==> config.mk <==
export PLATFORM = sky130hd
export DESIGN_NAME = trimmed_peak_to_peak
export DESIGN_NICKNAME = d
export VERILOG_FILES = /design/src/rtl/tpp_pkg.sv /design/src/rtl/tpp_cell.sv /design/src/rtl/tpp_div.sv /design/src/rtl/trimmed_peak_to_peak.sv
export VERILOG_INCLUDE_DIRS = /design/src /design/src/rtl
export SDC_FILE = /design/constraint.sdc
export NUM_CORES = 1
export LEC_CHECK = 0
export BUFFER_PORTS_ARGS = -buffer_cell sky130_fd_sc_hd__buf_2
export CORE_MARGIN = 2
export CORE_UTILIZATION = 50
export DETAILED_ROUTE_END_ITERATION = 10
export PLACE_DENSITY = 0.66
export SYNTH_ARGS = -nofsm -noshare
export SYNTH_HDL_FRONTEND = slang
export SYNTH_SLANG_ARGS = --single-unit
==> constraint.sdc <==
create_clock -name clk_i -period 7.59 [get_ports clk_i]
set_input_delay 1.518 -clock clk_i [delete_from_list [all_inputs] [get_ports clk_i]]
set_output_delay 1.518 -clock clk_i [all_outputs]
set_load 0.05 [all_outputs]
==> src/rtl/assert_macros.svh <==
// Assertion macros for the trimmed peak-to-peak block.
// Depends on clk_i and rst_ni being visible in the module that uses them.
`ifndef ASSERT_MACROS_SVH
`define ASSERT_MACROS_SVH

// same-cycle implication
`define TPP_ASSERT_NOW(lbl, ante, cons, msg) \
  lbl: assert property (@(posedge clk_i) disable iff (!rst_ni) (ante) |-> (cons)) \
    else $error(msg);

// next-cycle implication
`define TPP_ASSERT_NEXT(lbl, ante, cons, msg) \
  lbl: assert property (@(posedge clk_i) disable iff (!rst_ni) (ante) |=> (cons)) \
    else $error(msg);

`endif

==> src/rtl/tpp_pkg.sv <==
// Package for the trimmed peak-to-peak block: payload and control types, constants.
// No dependencies.
`default_nettype none

package tpp_pkg;

  localparam int unsigned SampleFieldBits = 12;
  localparam int unsigned SpreadBits      = 20;
  localparam int unsigned FracBits        = 8;
  localparam logic [SpreadBits-1:0] SpreadMax = '1;

  typedef struct packed {
    logic [SampleFieldBits-1:0] sample;
    logic                       last_sample;
  } tpp_in_t;

  typedef struct packed {
    logic [SpreadBits-1:0] spread_q8;
    logic                  too_short;
  } tpp_out_t;

  typedef struct packed {
    logic advance;
    logic flush;
  } tpp_ctrl_t;

endpackage

`default_nettype wire

==> src/rtl/tpp_cell.sv <==
// One cell of the insertion chain: holds one entry of the low list and one of the high list.
// Depends on tpp_pkg.
`default_nettype none

module tpp_cell
  import tpp_pkg::*;
#(
  parameter int unsigned SAMPLE_BITS = 12
) (
  input  wire logic                   clk_i,
  input  wire logic                   rst_ni,
  input  wire tpp_ctrl_t              ctrl_i,
  input  wire logic [SAMPLE_BITS-1:0] sample_i,
  input  wire logic [SAMPLE_BITS-1:0] prev_lo_i,
  input  wire logic [SAMPLE_BITS-1:0] prev_hi_i,
  output logic      [SAMPLE_BITS-1:0] lo_o,
  output logic      [SAMPLE_BITS-1:0] hi_o
);

  logic [SAMPLE_BITS-1:0] lo_q, lo_d;
  logic [SAMPLE_BITS-1:0] hi_q, hi_d;

  always_comb begin
    lo_d = lo_q;
    hi_d = hi_q;
    if (ctrl_i.advance) begin
      if (ctrl_i.flush) begin
        lo_d = '1;
        hi_d = '0;
      end else begin
        if (sample_i < lo_q) begin
          lo_d = (prev_lo_i > sample_i) ? prev_lo_i : sample_i;
        end
        if (sample_i > hi_q) begin
          hi_d = (prev_hi_i < sample_i) ? prev_hi_i : sample_i;
        end
      end
    end
  end

  always_ff @(posedge clk_i or negedge rst_ni) begin
    if (!rst_ni) begin
      lo_q <= '1;
      hi_q <= '0;
    end else begin
      lo_q <= lo_d;
      hi_q <= hi_d;
    end
  end

  assign lo_o = lo_q;
  assign hi_o = hi_q;

endmodule

`default_nettype wire

==> src/rtl/tpp_div.sv <==
// Scale-and-divide pipeline: (diff * 256) / EXTREMES by reciprocal multiply and one correction.
// Two register stages with valid/ready; depends on tpp_pkg.
`default_nettype none

module tpp_div
  import tpp_pkg::*;
#(
  parameter int unsigned SUM_BITS = 15,
  parameter int unsigned EXTREMES = 5
) (
  input  wire logic                clk_i,
  input  wire logic                rst_ni,
  input  wire logic                in_valid_i,
  output logic                     in_ready_o,
  input  wire logic [SUM_BITS-1:0] diff_i,
  input  wire logic                short_i,
  output logic                     out_valid_o,
  input  wire logic                out_ready_i,
  output tpp_out_t                 out_data_o
);

  localparam int unsigned XW = SUM_BITS + FracBits;
  localparam int unsigned S  = XW;
  localparam int unsigned PW = SUM_BITS + S + 1;
  localparam longint unsigned RecipL = (64'd1 << S) / EXTREMES;
  localparam logic [S:0] Recip = RecipL[S:0];

  logic [PW-1:0] prod;
  logic [XW-1:0] q_est;

  logic          s2_v_q;
  logic [XW-1:0] s2_q_q;
  logic [SUM_BITS-1:0] s2_diff_q;
  logic          s2_short_q;
  logic          s2_rdy, out_rdy;

  logic          out_v_q;
  tpp_out_t      out_q, out_d;

  logic [XW-1:0] x_full;
  logic [XW-1:0] qe;
  logic [XW-1:0] rem;
  logic [XW:0]   q_fix;
  logic [31:0]   q_ext;

  assign prod  = PW'(diff_i) * PW'(Recip);
  assign q_est = prod[SUM_BITS +: XW];

  assign out_rdy    = !out_v_q || out_ready_i;
  assign s2_rdy     = !s2_v_q || out_rdy;
  assign in_ready_o = s2_rdy;

  always_comb begin
    x_full = {s2_diff_q, {FracBits{1'b0}}};
    qe     = XW'(s2_q_q * XW'(EXTREMES));
    rem    = x_full - qe;
    q_fix  = {1'b0, s2_q_q} + ((rem >= XW'(EXTREMES)) ? (XW + 1)'(1) : '0);
    q_ext  = 32'(q_fix);
    out_d.too_short = s2_short_q;
    if (s2_short_q) begin
      out_d.spread_q8 = '0;
    end else if (q_ext > 32'(SpreadMax)) begin
      out_d.spread_q8 = SpreadMax;
    end else begin
      out_d.spread_q8 = q_ext[SpreadBits-1:0];
    end
  end

  always_ff @(posedge clk_i or negedge rst_ni) begin
    if (!rst_ni) begin
      s2_v_q  <= 1'b0;
      out_v_q <= 1'b0;
    end else begin
      if (s2_rdy) begin
        s2_v_q <= in_valid_i;
      end
      if (out_rdy) begin
        out_v_q <= s2_v_q;
      end
    end
  end

  always_ff @(posedge clk_i) begin
    if (s2_rdy && in_valid_i) begin
      s2_q_q     <= q_est;
      s2_diff_q  <= diff_i;
      s2_short_q <= short_i;
    end
    if (out_rdy && s2_v_q) begin
      out_q <= out_d;
    end
  end

  assign out_valid_o = out_v_q;
  assign out_data_o  = out_q;

endmodule

`default_nettype wire

==> src/rtl/trimmed_peak_to_peak.sv <==
// Trimmed peak-to-peak: top level with the insertion chain, running sums and result pipeline.
// Depends on tpp_pkg, tpp_cell, tpp_div and assert_macros.svh.
//
// Usage:
//   Input channel in_valid_i/in_ready_o/in_data_i carries one ADC sample per
//   transaction; last_sample marks the end of a frame. Output channel
//   out_valid_o/out_ready_i/out_data_o carries one result per frame.
//   The chain of cells keeps the EXTREMES smallest and largest samples, each
//   cell updating from its neighbor in the same cycle, so one sample is taken
//   every cycle while in_ready_o is high. Running sums of both lists track
//   each insertion. The result passes three register stages (sum latch,
//   reciprocal multiply, correction and output register); out_valid_o rises
//   once the frame has passed all three. While out_ready_i stays high, frames
//   of one sample each still sustain one transaction per cycle.
//   Reset clears both lists (low entries to all ones, high entries to zero),
//   the high sum and the count, sets the low sum to EXTREMES times all ones,
//   and empties the pipeline; every last sample does the same but for
//   the pipeline. When the receiver stalls, the three result stages fill and
//   then in_ready_o drops until out_ready_i returns.
`default_nettype none

`include "assert_macros.svh"

module trimmed_peak_to_peak
  import tpp_pkg::*;
#(
  parameter int unsigned EXTREMES    = 5,
  parameter int unsigned SAMPLE_BITS = 12
) (
  input  wire logic     clk_i,
  input  wire logic     rst_ni,
  input  wire logic     in_valid_i,
  output logic          in_ready_o,
  input  wire tpp_in_t  in_data_i,
  output logic          out_valid_o,
  input  wire logic     out_ready_i,
  output tpp_out_t      out_data_o
);

  localparam int unsigned CW       = $clog2(EXTREMES + 1);
  localparam int unsigned SUM_BITS = SAMPLE_BITS + CW;
  localparam logic [SUM_BITS-1:0] SumLoRst =
    SUM_BITS'(EXTREMES * ((1 << SAMPLE_BITS) - 1));

  tpp_ctrl_t              ctrl;
  logic [SAMPLE_BITS-1:0] v;
  logic [SAMPLE_BITS-1:0] lo_w [EXTREMES];
  logic [SAMPLE_BITS-1:0] hi_w [EXTREMES];

  logic [SUM_BITS-1:0] sum_lo_q, sum_lo_d;
  logic [SUM_BITS-1:0] sum_hi_q, sum_hi_d;
  logic [CW-1:0]       cnt_q, cnt_d;

  logic                s1_v_q;
  logic [SUM_BITS-1:0] s1_diff_q;
  logic                s1_short_q;
  logic                s1_rdy, div_rdy;

  assign v            = SAMPLE_BITS'(in_data_i.sample);
  assign ctrl.advance = in_valid_i && in_ready_o;
  assign ctrl.flush   = ctrl.advance && in_data_i.last_sample;

  for (genvar i = 0; i < EXTREMES; i++) begin : g_cell
    tpp_cell #(
      .SAMPLE_BITS(SAMPLE_BITS)
    ) u_cell (
      .clk_i    (clk_i),
      .rst_ni   (rst_ni),
      .ctrl_i   (ctrl),
      .sample_i (v),
      .prev_lo_i((i == 0) ? '0 : lo_w[(i == 0) ? 0 : i - 1]),
      .prev_hi_i((i == 0) ? '1 : hi_w[(i == 0) ? 0 : i - 1]),
      .lo_o     (lo_w[i]),
      .hi_o     (hi_w[i])
    );
  end

  always_comb begin
    sum_lo_d = sum_lo_q;
    sum_hi_d = sum_hi_q;
    cnt_d    = cnt_q;
    if (v < lo_w[EXTREMES-1]) begin
      sum_lo_d = sum_lo_q - SUM_BITS'(lo_w[EXTREMES-1]) + SUM_BITS'(v);
    end
    if (v > hi_w[EXTREMES-1]) begin
      sum_hi_d = sum_hi_q - SUM_BITS'(hi_w[EXTREMES-1]) + SUM_BITS'(v);
    end
    if (cnt_q < CW'(EXTREMES)) begin
      cnt_d = cnt_q + CW'(1);
    end
  end

  assign s1_rdy     = !s1_v_q || div_rdy;
  assign in_ready_o = s1_rdy;

  always_ff @(posedge clk_i or negedge rst_ni) begin
    if (!rst_ni) begin
      sum_lo_q <= SumLoRst;
      sum_hi_q <= '0;
      cnt_q    <= '0;
      s1_v_q   <= 1'b0;
    end else begin
      if (ctrl.flush) begin
        sum_lo_q <= SumLoRst;
        sum_hi_q <= '0;
        cnt_q    <= '0;
      end else if (ctrl.advance) begin
        sum_lo_q <= sum_lo_d;
        sum_hi_q <= sum_hi_d;
        cnt_q    <= cnt_d;
      end
      if (s1_rdy) begin
        s1_v_q <= ctrl.flush;
      end
    end
  end

  always_ff @(posedge clk_i) begin
    if (ctrl.flush) begin
      s1_diff_q  <= (sum_hi_d >= sum_lo_d) ? sum_hi_d - sum_lo_d : '0;
      s1_short_q <= cnt_d < CW'(EXTREMES);
    end
  end

  tpp_div #(
    .SUM_BITS(SUM_BITS),
    .EXTREMES(EXTREMES)
  ) u_div (
    .clk_i      (clk_i),
    .rst_ni     (rst_ni),
    .in_valid_i (s1_v_q),
    .in_ready_o (div_rdy),
    .diff_i     (s1_diff_q),
    .short_i    (s1_short_q),
    .out_valid_o(out_valid_o),
    .out_ready_i(out_ready_i),
    .out_data_o (out_data_o)
  );

  `TPP_ASSERT_NEXT(a_flush_clears, ctrl.flush, (sum_lo_q == SumLoRst) && (sum_hi_q == '0) && (cnt_q == '0), "state not cleared after frame end")
  `TPP_ASSERT_NOW(a_sums_ordered, cnt_q == CW'(EXTREMES), sum_hi_q >= sum_lo_q, "high sum below low sum in full frame")
  `TPP_ASSERT_NOW(a_short_zero, out_valid_o && out_data_o.too_short, out_data_o.spread_q8 == '0, "short frame with nonzero spread")
  `TPP_ASSERT_NEXT(a_s1_hold, s1_v_q && !div_rdy, s1_v_q && $stable(s1_diff_q) && $stable(s1_short_q), "pending frame sum lost under stall")

endmodule

`default_nettype wire

==> After elaboration in Yosys (flattened, before gate mapping) <==
Index checks and enable logic that the tools add are counted.
{ "totals": {"word_cells": 130, "regBits": 230, "out_inout_bits": 23, "input_bits": 17} }
{ "op_classes": {"muxes": 41, "add_sub_neg": 8, "mul": 2, "n_reduce_logical": 31, "magnitude_cmp": 25} }
{ "ops": {"columns": ["operator", "count"], "rows": [
  ["$mux 12", 30],
  ["$gt 12x12->1", 9],
  ["$lt 12x12->1", 9],
  ["$mux 15", 6],
  ["$mul 15x21->36 const B", 1],
  ["$add 15x12->15", 2],
  ["$sub 15x12->15", 2],
  ["$add 21x24->24", 1],
  ["$gt 24x20->1 const B", 1],
  ["$ge 23x3->1 const B", 1],
  ["$mul 21x3->23 const B", 1],
  ["$sub 23x23->23", 1],
  ["$reduce_bool 2->1", 11],
  ["$mux 20", 1],
  ["$reduce_and 2->1", 10],
  ["$ge 15x15->1", 1],
  ["$sub 15x15->15", 1],
  ["$gt 1x12->1 const A", 1],
  ["$lt 12x12->1 const A", 1],
  ["$mux 3", 3],
  ["$lt 3x3->1 const B", 2],
  ["$logic_and 1x1->1", 4],
  ["$add 3x1->3 const B", 1],
  ["$logic_not 1->1", 3],
  ["2 further kinds", 4]
]} }

==> Longest topological paths before layout <==
{ "depth": {"depth_word": 8, "mapped_depth": 24, "depth_no_buf": 23} }

==> Cells and area by module <==
Synthesis repeated with hierarchy kept, for this count alone.
{ "unflattened": {"hier_cells": 2612, "hier_area_um2": 25330.5} }
{ "modules_own_cells": {"columns": ["module", "cells_each", "instances", "area_per_inst_um2"], "rows": [
  ["tpp_cell at g_cell[0].u_cell ...", 234, 4, 2333.5],
  ["tpp_div", 779, 1, 7986.4],
  ["trimmed_peak_to_peak", 667, 1, 5690.5],
  ["tpp_cell at g_cell[4].u_cell", 230, 1, 2319.7]
]} }

==> Least setup slack after synthesis <==
OpenSTA, ideal clock, no wires.
{ "synth_timing": {"path_type": "input port to flip-flop", "start": "input in_data_i[2] (netlist name)", "end": "register s1_diff_q[3] (data pin)", "setup_slack_ns": 1.642, "t_required_ns": 7.325, "cell_stages": 21, "t_arrival_ns": 5.683, "n_path_buf": 1, "setup_ns": 0.265, "path_cell_list": "inv_1 fa_1 inv_1 ha_1 a21o_1 a21oi_2 o21bai_1 a2111oi_2 nor3_1 a2111oi_0 nor2_1 xnor2_1 mux2i_1 ha_1 nand4_1 nor4_1 a211o_1 a21o_1 a41oi_2 buf_4 nor3_1"} }
{ "synth_between": {"elab_chain_len": 3, "elab_cells_between_ends": 8} }
{ "synth_rtl": {"columns": ["item", "line_no", "text"], "rows": [
  ["start, declared", "trimmed_peak_to_peak.sv:34", "input wire tpp_in_t in_data_i,"],
  ["$add 15x12->15, or another cell as far along", "trimmed_peak_to_peak.sv:86", "sum_hi_d = sum_hi_q - SUM_BITS'(hi_w[EXTREMES-1]) + SUM_BITS'(v);"],
  ["$mux 15 (on tied branches)", "trimmed_peak_to_peak.sv:85, trimmed_peak_to_peak.sv:82", null],
  ["$sub 15x15->15 or $ge 15x15->1 (tied branches)", "trimmed_peak_to_peak.sv:120", "s1_diff_q <= (sum_hi_d >= sum_lo_d) ? sum_hi_d - sum_lo_d : '0;"],
  ["end signal, assigned", "trimmed_peak_to_peak.sv:120", null],
  ["end, declared", "trimmed_peak_to_peak.sv:55", "logic [SUM_BITS-1:0] s1_diff_q;"]
]} }
Parallel ways exist; a longest one is shown, timed or not.
A chain may end at the register's enable or synchronous reset.

==> Worst setup path in the final report <==
{ "layout_timing": {"start": "register u_div.s2_q_q[15]", "end": "register u_div.out_q, in the netlist u_div.out_data_o[1] (data pin)"} }
{ "layout_between": {"elab_chain_len": 7} }
{ "layout_rtl": {"columns": ["item", "line_no", "text"], "rows": [
  ["start, declared", "tpp_div.sv:32", "logic [XW-1:0] s2_q_q;"],
  ["start signal, assigned", "tpp_div.sv:85", "s2_q_q <= q_est;"],
  ["$mul 21x3->23", "tpp_div.sv:55", "qe = XW'(s2_q_q * XW'(EXTREMES));"],
  ["$sub 23x23->23", "tpp_div.sv:56", "rem = x_full - qe;"],
  ["$ge 23x3->1", "tpp_div.sv:57", "q_fix = {1'b0, s2_q_q} + ((rem >= XW'(EXTREMES)) ? (XW + 1)'(1) : '0);"],
  ["$mux 1", "tpp_div.sv:57", null],
  ["$add 21x24->24 (*)", "tpp_div.sv:57", null],
  ["$gt 24x20->1", "tpp_div.sv:62", "end else if (q_ext > 32'(SpreadMax)) begin"],
  ["$mux 20 (*)", "tpp_div.sv:62", null],
  ["end signal, assigned", "tpp_div.sv:90", "out_q <= out_d;"],
  ["end, declared", "tpp_div.sv:38", "tpp_out_t out_q, out_d;"]
]} }
Mark *: on every way between the ends. The rest lies on a longest branch, timed or not.

==> out/results.txt <==
reg2reg start = u_div.s2_q_q[15]
GRT Total Usage = 0.245
Required @ worst endpoint = 7.86 ns
# diodes = 0
maximum clock frequency = 0.158 GHz
CTS Buf Count = 29
post-DP HPWL = 40200 µm
H-Tree Depth = 1
CTS tree = done
Crit. End Element = register
Distinct cells, synth = 82
Slew Limit Fails = 0
worst skew pair latency = 0.56 ns
Reg2Reg Setup Slack = 1.27 ns
via count = 15800
Top cell by count, worst path = ha_1
DIE AREA = 43200 µm²
area grow syn2layout = 8.78%
Seq/Total Area, Yosys = 0.299
syn nets = 2616
initial detailed-routing violation count = 839
largest net degree at the start of global routing = 91
critical path class = reg2reg
clk slew on worst S/H paths = 0.06 ns
core area = 40900 µm²
antenna violations before repair = 0
dominant cell type by area after synthesis = ha_1
WHS Path Cells = 0
ys flop type = dfrtp_1
Post-Syn Area per Cell = 9.54 µm²
endpoint of the worst hold path = u_div.s2_short_q
#FFs+latches synth = 230
layout cells sized above 1 = 0.105
Worst Path Arrival = 6.59 ns
leading cell type in the layout, fill and taps excluded = ha_1
drc violations = 0
RSZ-0062 raised after global routing = false
Post-Syn Area = 20800 µm²
Reg2Reg Depth = 23
DR WL/cell = 18.9 µm
Top Ports = 40
Slew @ Worst Pin = 1.06 ns
slowest stage delay, CP = 0.54 ns
IO buf count = 39
Max Buffers Root-to-Sink = 3
most frequent cells in the layout = 319 x ha_1, 305 x inv_1, 187 x a21oi_1, 181 x nor2_1, 108 x nand2_1
Antenna Nets Post-Route = 0
post-cts sizing count = 0
gpl congestion = 0.894
Hold Crit Class = reg2reg
Post-synth EDFFs = 74
Tmin final = 6.32 ns
final hold viol count = 0
Worst slew margin = 0.293
Die W = 208 µm
Initial Utilization = 0.507
Die Y = 208 µm
CTS sink count = 230
fraction of registers with async set/reset = 0.678
worst-path cell chain = ha_1 -> inv_1 -> fa_1 -> ha_1 -> a21o_1 -> a21oi_1 -> o21bai_1 -> nor2_1 -> a221oi_1 -> nand3_1 -> nor4_1 -> o2111ai_1 -> nand4b_1 -> ha_1 -> ha_1 -> nand3_1 -> nor2_1 -> and3_1 -> nor2b_1 -> nand4_1 -> mux2i_1 -> buf_4 -> a21oi_1
total of max-cap violations = 0
# nets final = 2655
wire length of the first global-routing pass = 85500 µm
Setup Fix Bufs, Post-CTS = 0
min-delay src = s1_short_q
Vias/cell = 5.70
Root Driver = clkbuf_16
post-route setup TNS = 0 ns
Ys Warns = 0
Max Fanout on Critical Path = 13
Fill cells = 3662
crit start category = register
R2R Path End = u_div.out_data_o[1]
outcome = finished clean
Synth Instances = 2177
Pre-antenna DRT Iters = 5
final wirelength = 52400 µm
Final Skew = 0.0175 ns
crit share post-route = 0.832
Congestion Overflow GR = 0
row cnt = 74
Synth top area share = 0.192
vias in the first global route = 16200
hold buffers post-CTS = 0
Final setup viols = 0
CP max-delay cell = mux2i_1
Synth area leaders = ha_1 19%, edfxtp_1 11%, dfrtp_1 10%
==> stage by stage <==
| step | std cells | worst slack (ns) | hold WS [ns] | utilization | cell area, µm² |
|---|---|---|---|---|---|
| 2_1_floorplan | 2177 | 1.64 | 0.400 | - | 20800 |
| 3_3_place_gp | 2717 | 0.968 | 0.402 | 0.528 | 21600 |
| 3_5_place_dp | 2717 | 0.897 | 0.405 | 0.528 | 21600 |
| 4_1_cts | 2770 | 1.30 | 0.419 | 0.552 | 22600 |
| 5_1_grt | 2770 | 0.891 | 0.428 | 0.552 | 22600 |
| 6_report | 2770 | 1.27 | 0.418 | 0.552 | 22600 |
==> metal layers <==
layer | vias up | part of all wire | GRT usage
li1 | 7666 | - | -
met4 | 0 | 0.046 | 0.0993
met3 | 123 | 0.043 | 0.0310
met2 | 355 | 0.49 | 0.432
met5 | - | 0 | 0
met1 | 7656 | 0.42 | 0.305
==> flip-flops by register name, indices dropped and copies added, names as in the netlist, 3 cells and up <==
register,count
cnt_q,3
u_div.s2_q_q,21
g_cell.u_cell.lo_o,60
sum_hi_q,15
g_cell.u_cell.hi_o,60
u_div.out_data_o,21
sum_lo_q,15
s1_diff_q,15
u_div.s2_diff_q,15
==> worst max-delay path: cells and delay by family (launching register included) <==
kind / cells / cell delay [ns]
flip-flops: 1 / 0.51
AND/OR/NAND/NOR: 9 / 1.64
AO/OA/AOI/OAI: 6 / 1.23
buffers and inverters: 2 / 0.37
multiplexers: 1 / 0.54
adder cells (fa/ha/maj): 5 / 1.73
==> worst max path at each step <==
stage,from,to,slack (ns)
3_3_place_gp,in_data_i[2],s1_diff_q[6],0.97
2_1_floorplan,in_data_i[2],s1_diff_q[3],1.64
3_5_place_dp,in_data_i[2],s1_diff_q[6],0.90
6_report,u_div.s2_q_q[15],u_div.out_data_o[1],1.27
4_1_cts,s1_diff_q[13],u_div.s2_q_q[18],1.30
5_1_grt,s1_diff_q[13],u_div.s2_q_q[19],0.89
==> cells in the mapped netlist, types with 6 or more instances <==
cell,instances
ha_1,319
inv_1,305
a21oi_1,187
nor2_1,182
nand2_1,108
fa_1,103
o21ai_0,88
dfrtp_1,84
edfxtp_1,74
dfstp_2,72
a21o_1,55
mux2i_1,50
xnor2_1,49
clkbuf_1,44
nor3_1,41
nand4_1,27
xor2_1,26
o21ai_1,25
o21a_1,23
nand2b_1,20
a22oi_1,19
and3_1,17
nor2b_1,17
nor3b_1,16
o22a_1,15
nand3_1,14
a221o_1,13
and2_1,12
o2bb2ai_1,12
o21bai_1,11
or2_2,11
a31oi_1,10
a211oi_1,9
buf_2,8
mux2_2,8
o211ai_1,8
or3_1,8
a211o_1,7
a22o_1,6
nor4_1,6
==> area by class of cell <==
class / instances / area, µm² / area share
clock buffers: 36 / 782 / 0.0346
clock inverters: 17 / 205 / 0.00908
inverters: 306 / 1150 / 0.0508
multi-input cells: 1581 / 13200 / 0.582
flip-flops and latches: 230 / 6220 / 0.275
well taps: 532 / 666 / 0.0295
repair buffers: 68 / 419 / 0.0186
==> kinds of logic (layout without fill, tap and decap cells) <==
group                      after synthesis  after routing  synth area share
AOI/OAI and AO/OA                      538            538             0.170
xor gates and xnor gates                75             75            0.0316
adders and majority gates              422            422             0.291
buffers and inverters                  366            427            0.0683
DFF                                    230            230             0.299
muxes                                   58             58            0.0284
and+or+nand+nor                        488            488             0.111
Power is left out: the tool's default activity adds up to more than one toggle a clock period on the data nets, which glitch-free logic cannot reach.
